**config.mk**
```make
export PLATFORM = sky130hd
export DESIGN_NAME = uri_percent_escaper_top
export DESIGN_NICKNAME = d
export VERILOG_FILES = /design/src/upe_pkg.sv /design/src/upe_classify.sv /design/src/upe_out_stage.sv /design/src/uri_percent_escaper_top.sv
export SDC_FILE = /design/constraint.sdc
export NUM_CORES = 1
export LEC_CHECK = 0
export BUFFER_PORTS_ARGS = -buffer_cell sky130_fd_sc_hd__buf_2
export CAP_MARGIN = 20
export CORE_MARGIN = 8
export CORE_UTILIZATION = 50
export DETAILED_ROUTE_END_ITERATION = 10
export GPL_TIMING_DRIVEN = 0
export PLACE_DENSITY = 0.8
export SYNTH_ARGS = -nofsm -noshare
export SYNTH_HDL_FRONTEND = slang
export SYNTH_HIERARCHICAL = 1
export SYNTH_SLANG_ARGS = --single-unit
```
**constraint.sdc**
```tcl
create_clock -name aclk -period 3.2 [get_ports aclk]
set_input_delay 0.32 -clock aclk [delete_from_list [all_inputs] [get_ports aclk]]
set_output_delay 0.32 -clock aclk [all_outputs]
set_load 0.005 [all_outputs]
```
**src/upe_pkg.sv**
```systemverilog
// Shared types, escape tables and character constants for the URI percent escaper.
`timescale 1ns / 1ps

package upe_pkg;

    // Escape mode codes as written to the configuration register.
    localparam logic [2:0] MODE_URI       = 3'd0;
    localparam logic [2:0] MODE_ARGS      = 3'd1;
    localparam logic [2:0] MODE_URI_COMP  = 3'd2;
    localparam logic [2:0] MODE_HTML      = 3'd3;
    localparam logic [2:0] MODE_REFRESH   = 3'd4;
    localparam logic [2:0] MODE_MEMCACHED = 3'd5;
    localparam logic [2:0] MODE_MAIL_AUTH = 3'd6;

    localparam int NUM_TABLES = 6;
    localparam logic [2:0] ROW_MEMCACHED = 3'd5;

    localparam logic [7:0] PCT_CHAR = 8'h25;

    // One bit per byte value; bit b set means byte b is escaped.
    typedef logic [255:0] esc_table_t;

    // Rows are written as words 7 down to 0, 32 byte values per word.
    localparam esc_table_t ESC_TABLES [NUM_TABLES] = '{
        {32'hffffffff, 32'hffffffff, 32'hffffffff, 32'hffffffff,
         32'h80000000, 32'h00000000, 32'h80000029, 32'hffffffff},
        {32'hffffffff, 32'hffffffff, 32'hffffffff, 32'hffffffff,
         32'h80000000, 32'h00000000, 32'h88000869, 32'hffffffff},
        {32'hffffffff, 32'hffffffff, 32'hffffffff, 32'hffffffff,
         32'hb8000001, 32'h78000001, 32'hfc009fff, 32'hffffffff},
        {32'hffffffff, 32'hffffffff, 32'hffffffff, 32'hffffffff,
         32'h80000000, 32'h00000000, 32'h000000ad, 32'hffffffff},
        {32'hffffffff, 32'hffffffff, 32'hffffffff, 32'hffffffff,
         32'h80000000, 32'h00000000, 32'h00000085, 32'hffffffff},
        {32'h00000000, 32'h00000000, 32'h00000000, 32'h00000000,
         32'h00000000, 32'h00000000, 32'h00000021, 32'hffffffff}
    };

    // Lower-case hex digit characters.
    localparam logic [7:0] HEX_DIGITS [16] = '{
        8'h30, 8'h31, 8'h32, 8'h33, 8'h34, 8'h35, 8'h36, 8'h37,
        8'h38, 8'h39, 8'h61, 8'h62, 8'h63, 8'h64, 8'h65, 8'h66
    };

    // Result of classifying one input byte.
    typedef struct packed {
        logic       hit;
        logic [7:0] hi_digit;
        logic [7:0] lo_digit;
    } class_t;

    // One input word with its classification, handed to the output stage.
    typedef struct packed {
        logic [7:0] in_byte;
        logic       last_in;
        class_t     cls;
    } item_t;

    // Maps an escape mode to its table row; mail auth and the unused code share memcached.
    function automatic logic [2:0] table_row(input logic [2:0] mode);
        logic [2:0] row;
        case (mode)
            MODE_URI:      row = 3'd0;
            MODE_ARGS:     row = 3'd1;
            MODE_URI_COMP: row = 3'd2;
            MODE_HTML:     row = 3'd3;
            MODE_REFRESH:  row = 3'd4;
            default:       row = ROW_MEMCACHED;
        endcase
        return row;
    endfunction

endpackage

```
**src/upe_classify.sv**
```systemverilog
// Table lookup and hex digit generation for one input byte.
`timescale 1ns / 1ps

module upe_classify (
    input  logic [2:0]          escape_mode,
    input  logic [7:0]          in_byte,
    output upe_pkg::class_t     cls
);
    import upe_pkg::*;

    logic [2:0] row;

    // Pick the table row, test the byte's bit, and form both hex digits.
    always_comb begin
        row          = table_row(escape_mode);
        cls.hit      = ESC_TABLES[row][in_byte];
        cls.hi_digit = HEX_DIGITS[in_byte[7:4]];
        cls.lo_digit = HEX_DIGITS[in_byte[3:0]];
    end

endmodule

```
**src/upe_out_stage.sv**
```systemverilog
// Output register, one word per cycle while m_tready is high, 3 per escaped byte.
`timescale 1ns / 1ps

module upe_out_stage (
    input  logic            aclk,
    input  logic            aresetn,
    input  logic            ld_valid,
    input  upe_pkg::item_t  ld_item,
    output logic            ld_ready,
    output logic            m_tvalid,
    input  logic            m_tready,
    output logic [7:0]      m_tdata,   // out_byte [7:0]
    output logic            m_tlast,   // last_of_run
    output logic [0:0]      m_tuser    // end_of_text [0]
);
    import upe_pkg::*;

    logic       valid_reg, valid_next;
    logic [1:0] rem_reg, rem_next;
    logic [7:0] byte_reg, byte_next;
    logic       lor_reg, lor_next;
    logic       eot_reg, eot_next;
    logic [7:0] hi_reg, hi_next;
    logic [7:0] lo_reg, lo_next;
    logic       last_reg, last_next;
    logic       take;

    assign take     = valid_reg && m_tready;
    assign ld_ready = !valid_reg || (take && (rem_reg == 2'd0));

    // Load a new item, step through the escape sequence, or go empty.
    always_comb begin
        valid_next = valid_reg;
        rem_next   = rem_reg;
        byte_next  = byte_reg;
        lor_next   = lor_reg;
        eot_next   = eot_reg;
        hi_next    = hi_reg;
        lo_next    = lo_reg;
        last_next  = last_reg;
        if (take && (rem_reg != 2'd0)) begin
            rem_next = rem_reg - 2'd1;
            if (rem_reg == 2'd2) begin
                byte_next = hi_reg;
            end else begin
                byte_next = lo_reg;
                lor_next  = 1'b1;
                eot_next  = last_reg;
            end
        end else if (ld_ready) begin
            valid_next = ld_valid;
            hi_next    = ld_item.cls.hi_digit;
            lo_next    = ld_item.cls.lo_digit;
            last_next  = ld_item.last_in;
            if (ld_item.cls.hit) begin
                rem_next  = 2'd2;
                byte_next = PCT_CHAR;
                lor_next  = 1'b0;
                eot_next  = 1'b0;
            end else begin
                rem_next  = 2'd0;
                byte_next = ld_item.in_byte;
                lor_next  = 1'b1;
                eot_next  = ld_item.last_in;
            end
        end
    end

    // Control state is reset; payload registers are not.
    always_ff @(posedge aclk) begin
        if (!aresetn) begin
            valid_reg <= 1'b0;
            rem_reg   <= 2'd0;
        end else begin
            valid_reg <= valid_next;
            rem_reg   <= rem_next;
        end
        byte_reg <= byte_next;
        lor_reg  <= lor_next;
        eot_reg  <= eot_next;
        hi_reg   <= hi_next;
        lo_reg   <= lo_next;
        last_reg <= last_next;
    end

    assign m_tvalid = valid_reg;
    assign m_tdata  = byte_reg;
    assign m_tlast  = lor_reg;
    assign m_tuser  = eot_reg;

endmodule

```
**src/uri_percent_escaper_top.sv**
```systemverilog
// Top level of the URI percent escaper: config register, input register, output stage.
// Path: a byte passes the input register and then the output register to m_tdata.
// Throughput: one output word per cycle while m_tready is high; a literal byte is
// sent as one word, an escaped byte as three, all from the single output register.
// Reset: synchronous active-low aresetn empties both registers and sets escape_mode to 0.
`timescale 1ns / 1ps

module uri_percent_escaper_top (
    input  logic        aclk,
    input  logic        aresetn,
    input  logic        cfg_we,
    input  logic [2:0]  cfg_wdata,  // escape_mode [2:0]
    input  logic        s_tvalid,
    output logic        s_tready,
    input  logic [7:0]  s_tdata,    // in_byte [7:0]
    input  logic        s_tlast,    // last_in
    output logic        m_tvalid,
    input  logic        m_tready,
    output logic [7:0]  m_tdata,    // out_byte [7:0]
    output logic        m_tlast,    // last_of_run
    output logic [0:0]  m_tuser     // end_of_text [0]
);
    import upe_pkg::*;

    logic [2:0] escape_mode_reg;
    logic       in_valid_reg, in_valid_next;
    logic [7:0] in_byte_reg;
    logic       in_last_reg;
    logic       ld_ready;
    class_t     cls;
    item_t      item;

    // Configuration register.
    always_ff @(posedge aclk) begin
        if (!aresetn) begin
            escape_mode_reg <= MODE_URI;
        end else if (cfg_we) begin
            escape_mode_reg <= cfg_wdata;
        end
    end

    // Input register: refills in the same cycle it hands its word on.
    assign s_tready = !in_valid_reg || ld_ready;

    always_comb begin
        in_valid_next = in_valid_reg;
        if (s_tvalid && s_tready) begin
            in_valid_next = 1'b1;
        end else if (ld_ready) begin
            in_valid_next = 1'b0;
        end
    end

    always_ff @(posedge aclk) begin
        if (!aresetn) begin
            in_valid_reg <= 1'b0;
        end else begin
            in_valid_reg <= in_valid_next;
        end
        if (s_tvalid && s_tready) begin
            in_byte_reg <= s_tdata;
            in_last_reg <= s_tlast;
        end
    end

    upe_classify u_classify (
        .escape_mode (escape_mode_reg),
        .in_byte     (in_byte_reg),
        .cls         (cls)
    );

    // Bundle the held word with its classification for the output stage.
    always_comb begin
        item.in_byte = in_byte_reg;
        item.last_in = in_last_reg;
        item.cls     = cls;
    end

    upe_out_stage u_out_stage (
        .aclk     (aclk),
        .aresetn  (aresetn),
        .ld_valid (in_valid_reg),
        .ld_item  (item),
        .ld_ready (ld_ready),
        .m_tvalid (m_tvalid),
        .m_tready (m_tready),
        .m_tdata  (m_tdata),
        .m_tlast  (m_tlast),
        .m_tuser  (m_tuser)
    );

    // End of text only ever rides on the last word of a run.
    a_eot_on_last: assert property (@(posedge aclk) disable iff (!aresetn)
        m_tvalid && m_tuser[0] |-> m_tlast)
        else $error("end_of_text set on a word that is not last of run");

    // Inside an escape sequence the next word is ready in the very next cycle.
    a_seq_continues: assert property (@(posedge aclk) disable iff (!aresetn)
        m_tvalid && m_tready && !m_tlast |=> m_tvalid)
        else $error("escape sequence interrupted");

    // A word that does not end its run is either the percent sign or a hex digit.
    a_mid_char: assert property (@(posedge aclk) disable iff (!aresetn)
        m_tvalid && !m_tlast |-> (m_tdata == PCT_CHAR)
            || (m_tdata >= 8'h30 && m_tdata <= 8'h39)
            || (m_tdata >= 8'h61 && m_tdata <= 8'h66))
        else $error("unexpected character inside an escape sequence");

    // The output is empty right after reset.
    a_reset_empty: assert property (@(posedge aclk)
        !aresetn |=> !m_tvalid)
        else $error("output valid after reset");

endmodule
```
# Yosys cells after proc, flatten, opt, wreduce, memory -nomap -nowiden
# Memory sizes are Yosys's and may differ from the RTL's. A register that Yosys moved wholly into a read port is not among the register bits.
# Cells that the tools add are included.
# W data, S select, Z words.
[totals]
regBits = 27
rom_bits = 2304
output_inout_bits = 12
memories = 3
[memory_table]
columns = ["memory", "words", "word_bits", "read_ports", "rd_ports_with_merged_regs", "wr", "line_no", "rtl"]
rows = [
  ["(no name shown)", 8, 256, 1, 0, 0, "upe_classify.sv:16", "cls.hit = ESC_TABLES[row][in_byte];"],
  ["(no name shown)", 16, 8, 1, 1, 0, "upe_classify.sv:17", "cls.hi_digit = HEX_DIGITS[in_byte[7:4]];"],
  ["(no name shown)", 16, 8, 1, 1, 0, "upe_classify.sv:18", "cls.lo_digit = HEX_DIGITS[in_byte[3:0]];"],
]
[op_classes]
addsub = 1
magnitude_cmp = 2
n_eq_ne = 6
mux = 22
n_bitwise = 4
n_reduce_logical = 15
[ops]
columns = ["op", "n"]
rows = [
  ["$mux W256", 2],
  ["$mux W8", 4],
  ["$pmux W3 S5", 1],
  ["$mux W1", 11],
  ["$not A4 Y5", 2],
  ["$lt A8 B9 Y1 const B", 1],
  ["$bmux W1 S8", 1],
  ["$eq A3 B2 Y1 const B", 2],
  ["$mux W2", 3],
  ["$reduce_bool A2 Y1", 3],
  ["$ge A4 B4 Y1 const B", 1],
  ["$logic_and A1 B1 Y1", 4],
  ["$not A3 Y4", 1],
  ["$reduce_and A2 Y1", 2],
  ["$eq A3 B1 Y1 const B", 1],
  ["$eq A3 B3 Y1 const B", 1],
  ["$logic_not A3 Y1", 1],
  ["$eq A2 B2 Y1 const B", 1],
  ["$logic_not A1 Y1", 2],
  ["$logic_not A2 Y1", 1],
  ["$logic_or A1 B1 Y1", 2],
  ["$ne A2 B2 Y1 const B", 1],
  ["$sub A2 B1 Y2 const B", 1],
  ["$not A1 Y1", 1],
]

# Depth between registers and ports, before layout
[depth]
depth_word = 11
mapped_depth = 11
mapped_depth_nobuf = 9

# Modules after synthesis
# The synthesis kept the hierarchy.
[modules_own_cells]
columns = ["mod", "n_inst", "cells_each", "area_per_inst_um2"]
rows = [
  ["upe_out_stage", 1, 79, 1258.7],
  ["upe_classify", 1, 90, 554.3],
  ["uri_percent_escaper_top", 1, 23, 430.4],
]

# Worst setup path after synthesis
# OpenSTA, ideal clock, no wires.
[synth_timing]
kind = "reg-to-reg"
from = "register escape_mode_reg[2]"
to = "register u_out_stage.byte_reg[3], in the netlist u_out_stage/m_tdata[3] (data pin)"
setup_ps = 261
t_arrival_ps = 2186
slack_ps = 754
path_stages_with_launch = 12
path_buffers = 2
synth_period_minus_slack_ps = 2446
path_cell_list = "dfxtp_1 > buf_2 > a21o_1 > ha_1 > nor2_1 > a21oi_1 > a21oi_1 > or4_1 > a31oi_1 > clkbuf_1 > nand2b_1 > mux2i_1"
[synth_rtl]
columns = ["element", "line_no", "rtl"]
rows = [
  ["start: declaration", "uri_percent_escaper_top.sv:25", "logic [2:0] escape_mode_reg;"],
  ["start signal: assignment", "uri_percent_escaper_top.sv:38", "escape_mode_reg <= cfg_wdata;"],
  ["end signal: assignment", "upe_out_stage.sv:78", "byte_reg <= byte_next;"],
  ["end: declaration", "upe_out_stage.sv:20", "logic [7:0] byte_reg, byte_next;"],
]

==> summary.md <==
| Metric | Value |
|---|---|
| Final nets | `253` |
| Endpoint class of the critical path | `flop` |
| Worst-Margin Slew | `607 ps` |
| # clock sinks | `43` |
| Max-Cap Viols | `0` |
| Core Area | `4350 µm²` |
| I/O Buffers | `28` |
| Flop2flop setup slack | `380 ps` |
| CTS tree | `yes` |
| Asr flop ratio synth | `0%` |
| Via density | `5.26` |
| DR vias | `1484` |
| Die X | `83.0 µm` |
| Cts bufs inserted | `5` |
| RSZ-0062 raised after global routing | `no` |
| Synthesized instance count | `192` |
| Clk slew on worst S/H paths | `80 ps` |
| Pins Over Slew Limit | `0` |
| Most frequent cells in the layout | `36 x edfxtp_1, 31 x buf_2, 19 x mux2i_1` |
| HPWL reported at the end of detailed placement | `2.82 mm` |
| Post_cts resized | `0` |
| Final WL | `3.78 mm` |
| Smallest hold slack | `199 ps` |
| Gp weighted congestion | `0.834` |
| Share of layout cells above drive strength 1 | `21.7%` |
| Drt first pass iters | `4` |
| Ys flop type | `edfxtp_1` |
| Hold/Removal Path Class | `input pin to flop` |
| Crit path launch type | `flop` |
| Clk root buf | `clkbuf_8` |
| Cell variety after synth | `45` |
| Clock skew | `7.44 ps` |
| Largest net degree at the start of global routing | `18` |
| Total track usage | `10.9%` |
| Per-cell routed wire length | `13.4 µm` |
| Crit path DAT | `2870 ps` |
| Rel. slew slack | `59.5%` |
| # IOs | `29` |
| Critical path's slowest cell | `or4_1` |
| CP Cell Sequence | `buf_2 > a21o_1 > ha_1 > nor2_1 > a21oi_1 > a21oi_1 > or4_1 > a31oi_1 > clkbuf_1 > nand2b_1 > mux2i_1` |
| Diodes inserted | `0` |
| VDD IR max | `0.210 mV` |
| Die area | `6890 µm²` |
| Area leader, netlist | `edfxtp_1` |
| Post-DRT Antenna Nets | `0` |
| Vias in the first global route | `1405` |
| First-pass GRT wire length | `6.30 mm` |
| Number of enable flip-flop cells after synthesis | `36` |
| Maximum buffer depth of the clock tree | `2` |
| 1st-iter DRT viols | `98` |
| Hold Buf Count CTS | `0` |
| Hold Violations, Final | `0` |
| TNS Setup | `0 ps` |
| Sequential share of the synthesized area | `54.4%` |
| Post-synthesis cell area | `2240 µm²` |
| CP required | `3250 ps` |
| Fmax | `0.355 GHz` |
| WP buf/inv | `2` |
| Post-route DRC | `0` |
| CP delay by family, top | `simple AND/OR/NAND/NOR gates` |
| Post-CTS setup buffers | `0` |
| Fin crit share | `88.1%` |
| Leakage | `0.00101 µW` |
| Cell mode on critical path | `a21oi_1` |
| Critical path class | `flop to flop` |
| Grt total ovfl | `0` |
| Ranking of synthesized cells by area | `edfxtp_1 48%, mux2i_1 8.5%, dfxtp_1 6.2%, ha_1 3.9%, o21ai_0 2.7%` |
| H-Tree Depth | `2` |
| Vert. Die Dim | `83.0 µm` |
| Starting Density | `51.5%` |
| Status | `complete, no violations` |
| Commonest non-fill, non-tap cell in the layout | `edfxtp_1` |
| Row cnt | `24` |
| Clk_lat worst skew | `290 ps` |
| Area Growth Syn to Fin | `13.3%` |
| Avg Synthesized Cell Area | `11.7 µm²` |
| CP max stage delay | `480 ps` |
| Final setup fails | `0` |
| Yosys warning count | `6` |
| Cell area power density | `459 nW/µm²` |
| Initial antenna violation count | `0` |
| Crit path max fanout | `10` |
| Post-synth top area share | `48.2%` |
| Final min period | `2820 ps` |
| #FFs+latches synth | `43` |
synth_stat cells, drive strengths merged, types with 2 or more instances:
library cell and number:
a21boi 5, dfxtp 7, clkbuf 6, inv 13, nand3b 2, nor2b 7, and3b 2, a31oi 3
buf 9, o21a 3, ha 7, nand2b 9, mux2i 19, nor2 8, and2 2, edfxtp 36
conb 2, nand2 8, nand3 2, o21ai 13, nor3b 3, o211ai 5, a21oi 5
kinds of logic after synthesis:
logic type / after synthesis / share of synthesized area, %
mux: 20 / 9.15
other cells: 2 / 0.335
buf+inv: 28 / 6.02
compound gates: 42 / 12.4
fa+ha+maj: 8 / 4.35
flops: 43 / 54.4
simple gates: 49 / 13.3
worst register-to-register path, cell delays in order (launching register included):
cell and delay, ps:
dfxtp_1 350, buf_2 190, a21o_1 190, ha_1 300, nor2_1 50, a21oi_1 140, a21oi_1 80, or4_1 480
a31oi_1 210, clkbuf_1 360, nand2b_1 180, mux2i_1 70
through the flow:
step                cell area, µm²  std cells  total power [µW]  utilization [%]  setup slack [ps]
floorplan                     2250        194               800                -               754
finish                        2540        282              1170             58.4               381
detailed placement            2460        274               853             56.4               431
global route                  2540        282              1230             58.4               200
global placement              2460        274               847             56.4               432
CTS                           2540        282              1180             58.4               419
path summary, 6_finish.rpt:
path,endpoint,start,cells after the start
setup / recovery,u_out_stage/m_tdata[4],escape_mode_reg[2],11
hold / removal,in_byte_reg[2],s_tdata[2],1
hold reg to reg,u_out_stage/last_reg,in_last_reg,0
setup reg to reg,u_out_stage/m_tdata[4],escape_mode_reg[2],11
power breakdown:
part	leakage, µW	internal, µW	total [µW]	switching [µW]
clock	0.0000412	152	326	174
combinational	0.000536	75.3	158	82.4
sequential	0.000433	659	683	24.1
total	0.00101	887	1170	281
cell type report:
cell class | count | area, µm²
Timing Repair Buffer | 28 | 140
Clock buffer | 6 | 72.6
Buffer | 15 | 86.3
Fill cell | 350 | 1810
Sequential cell | 43 | 1220
Inverter | 13 | 48.8
Clock inverter | 2 | 12.5
Tap cell | 52 | 65.1
Multi-Input combinational cell | 123 | 895
routing by layer:
layer / wire [µm] / up-vias / GRT usage (%)
li1: - / 757 / -
met1: 1740 / 672 / 12.6
met2: 1750 / 48 / 17.8
met3: 227 / 7 / 4.20
met4: 66 / 0 / 4.31
met5: 0 / - / 0
(Power assumes the default switching activity.)
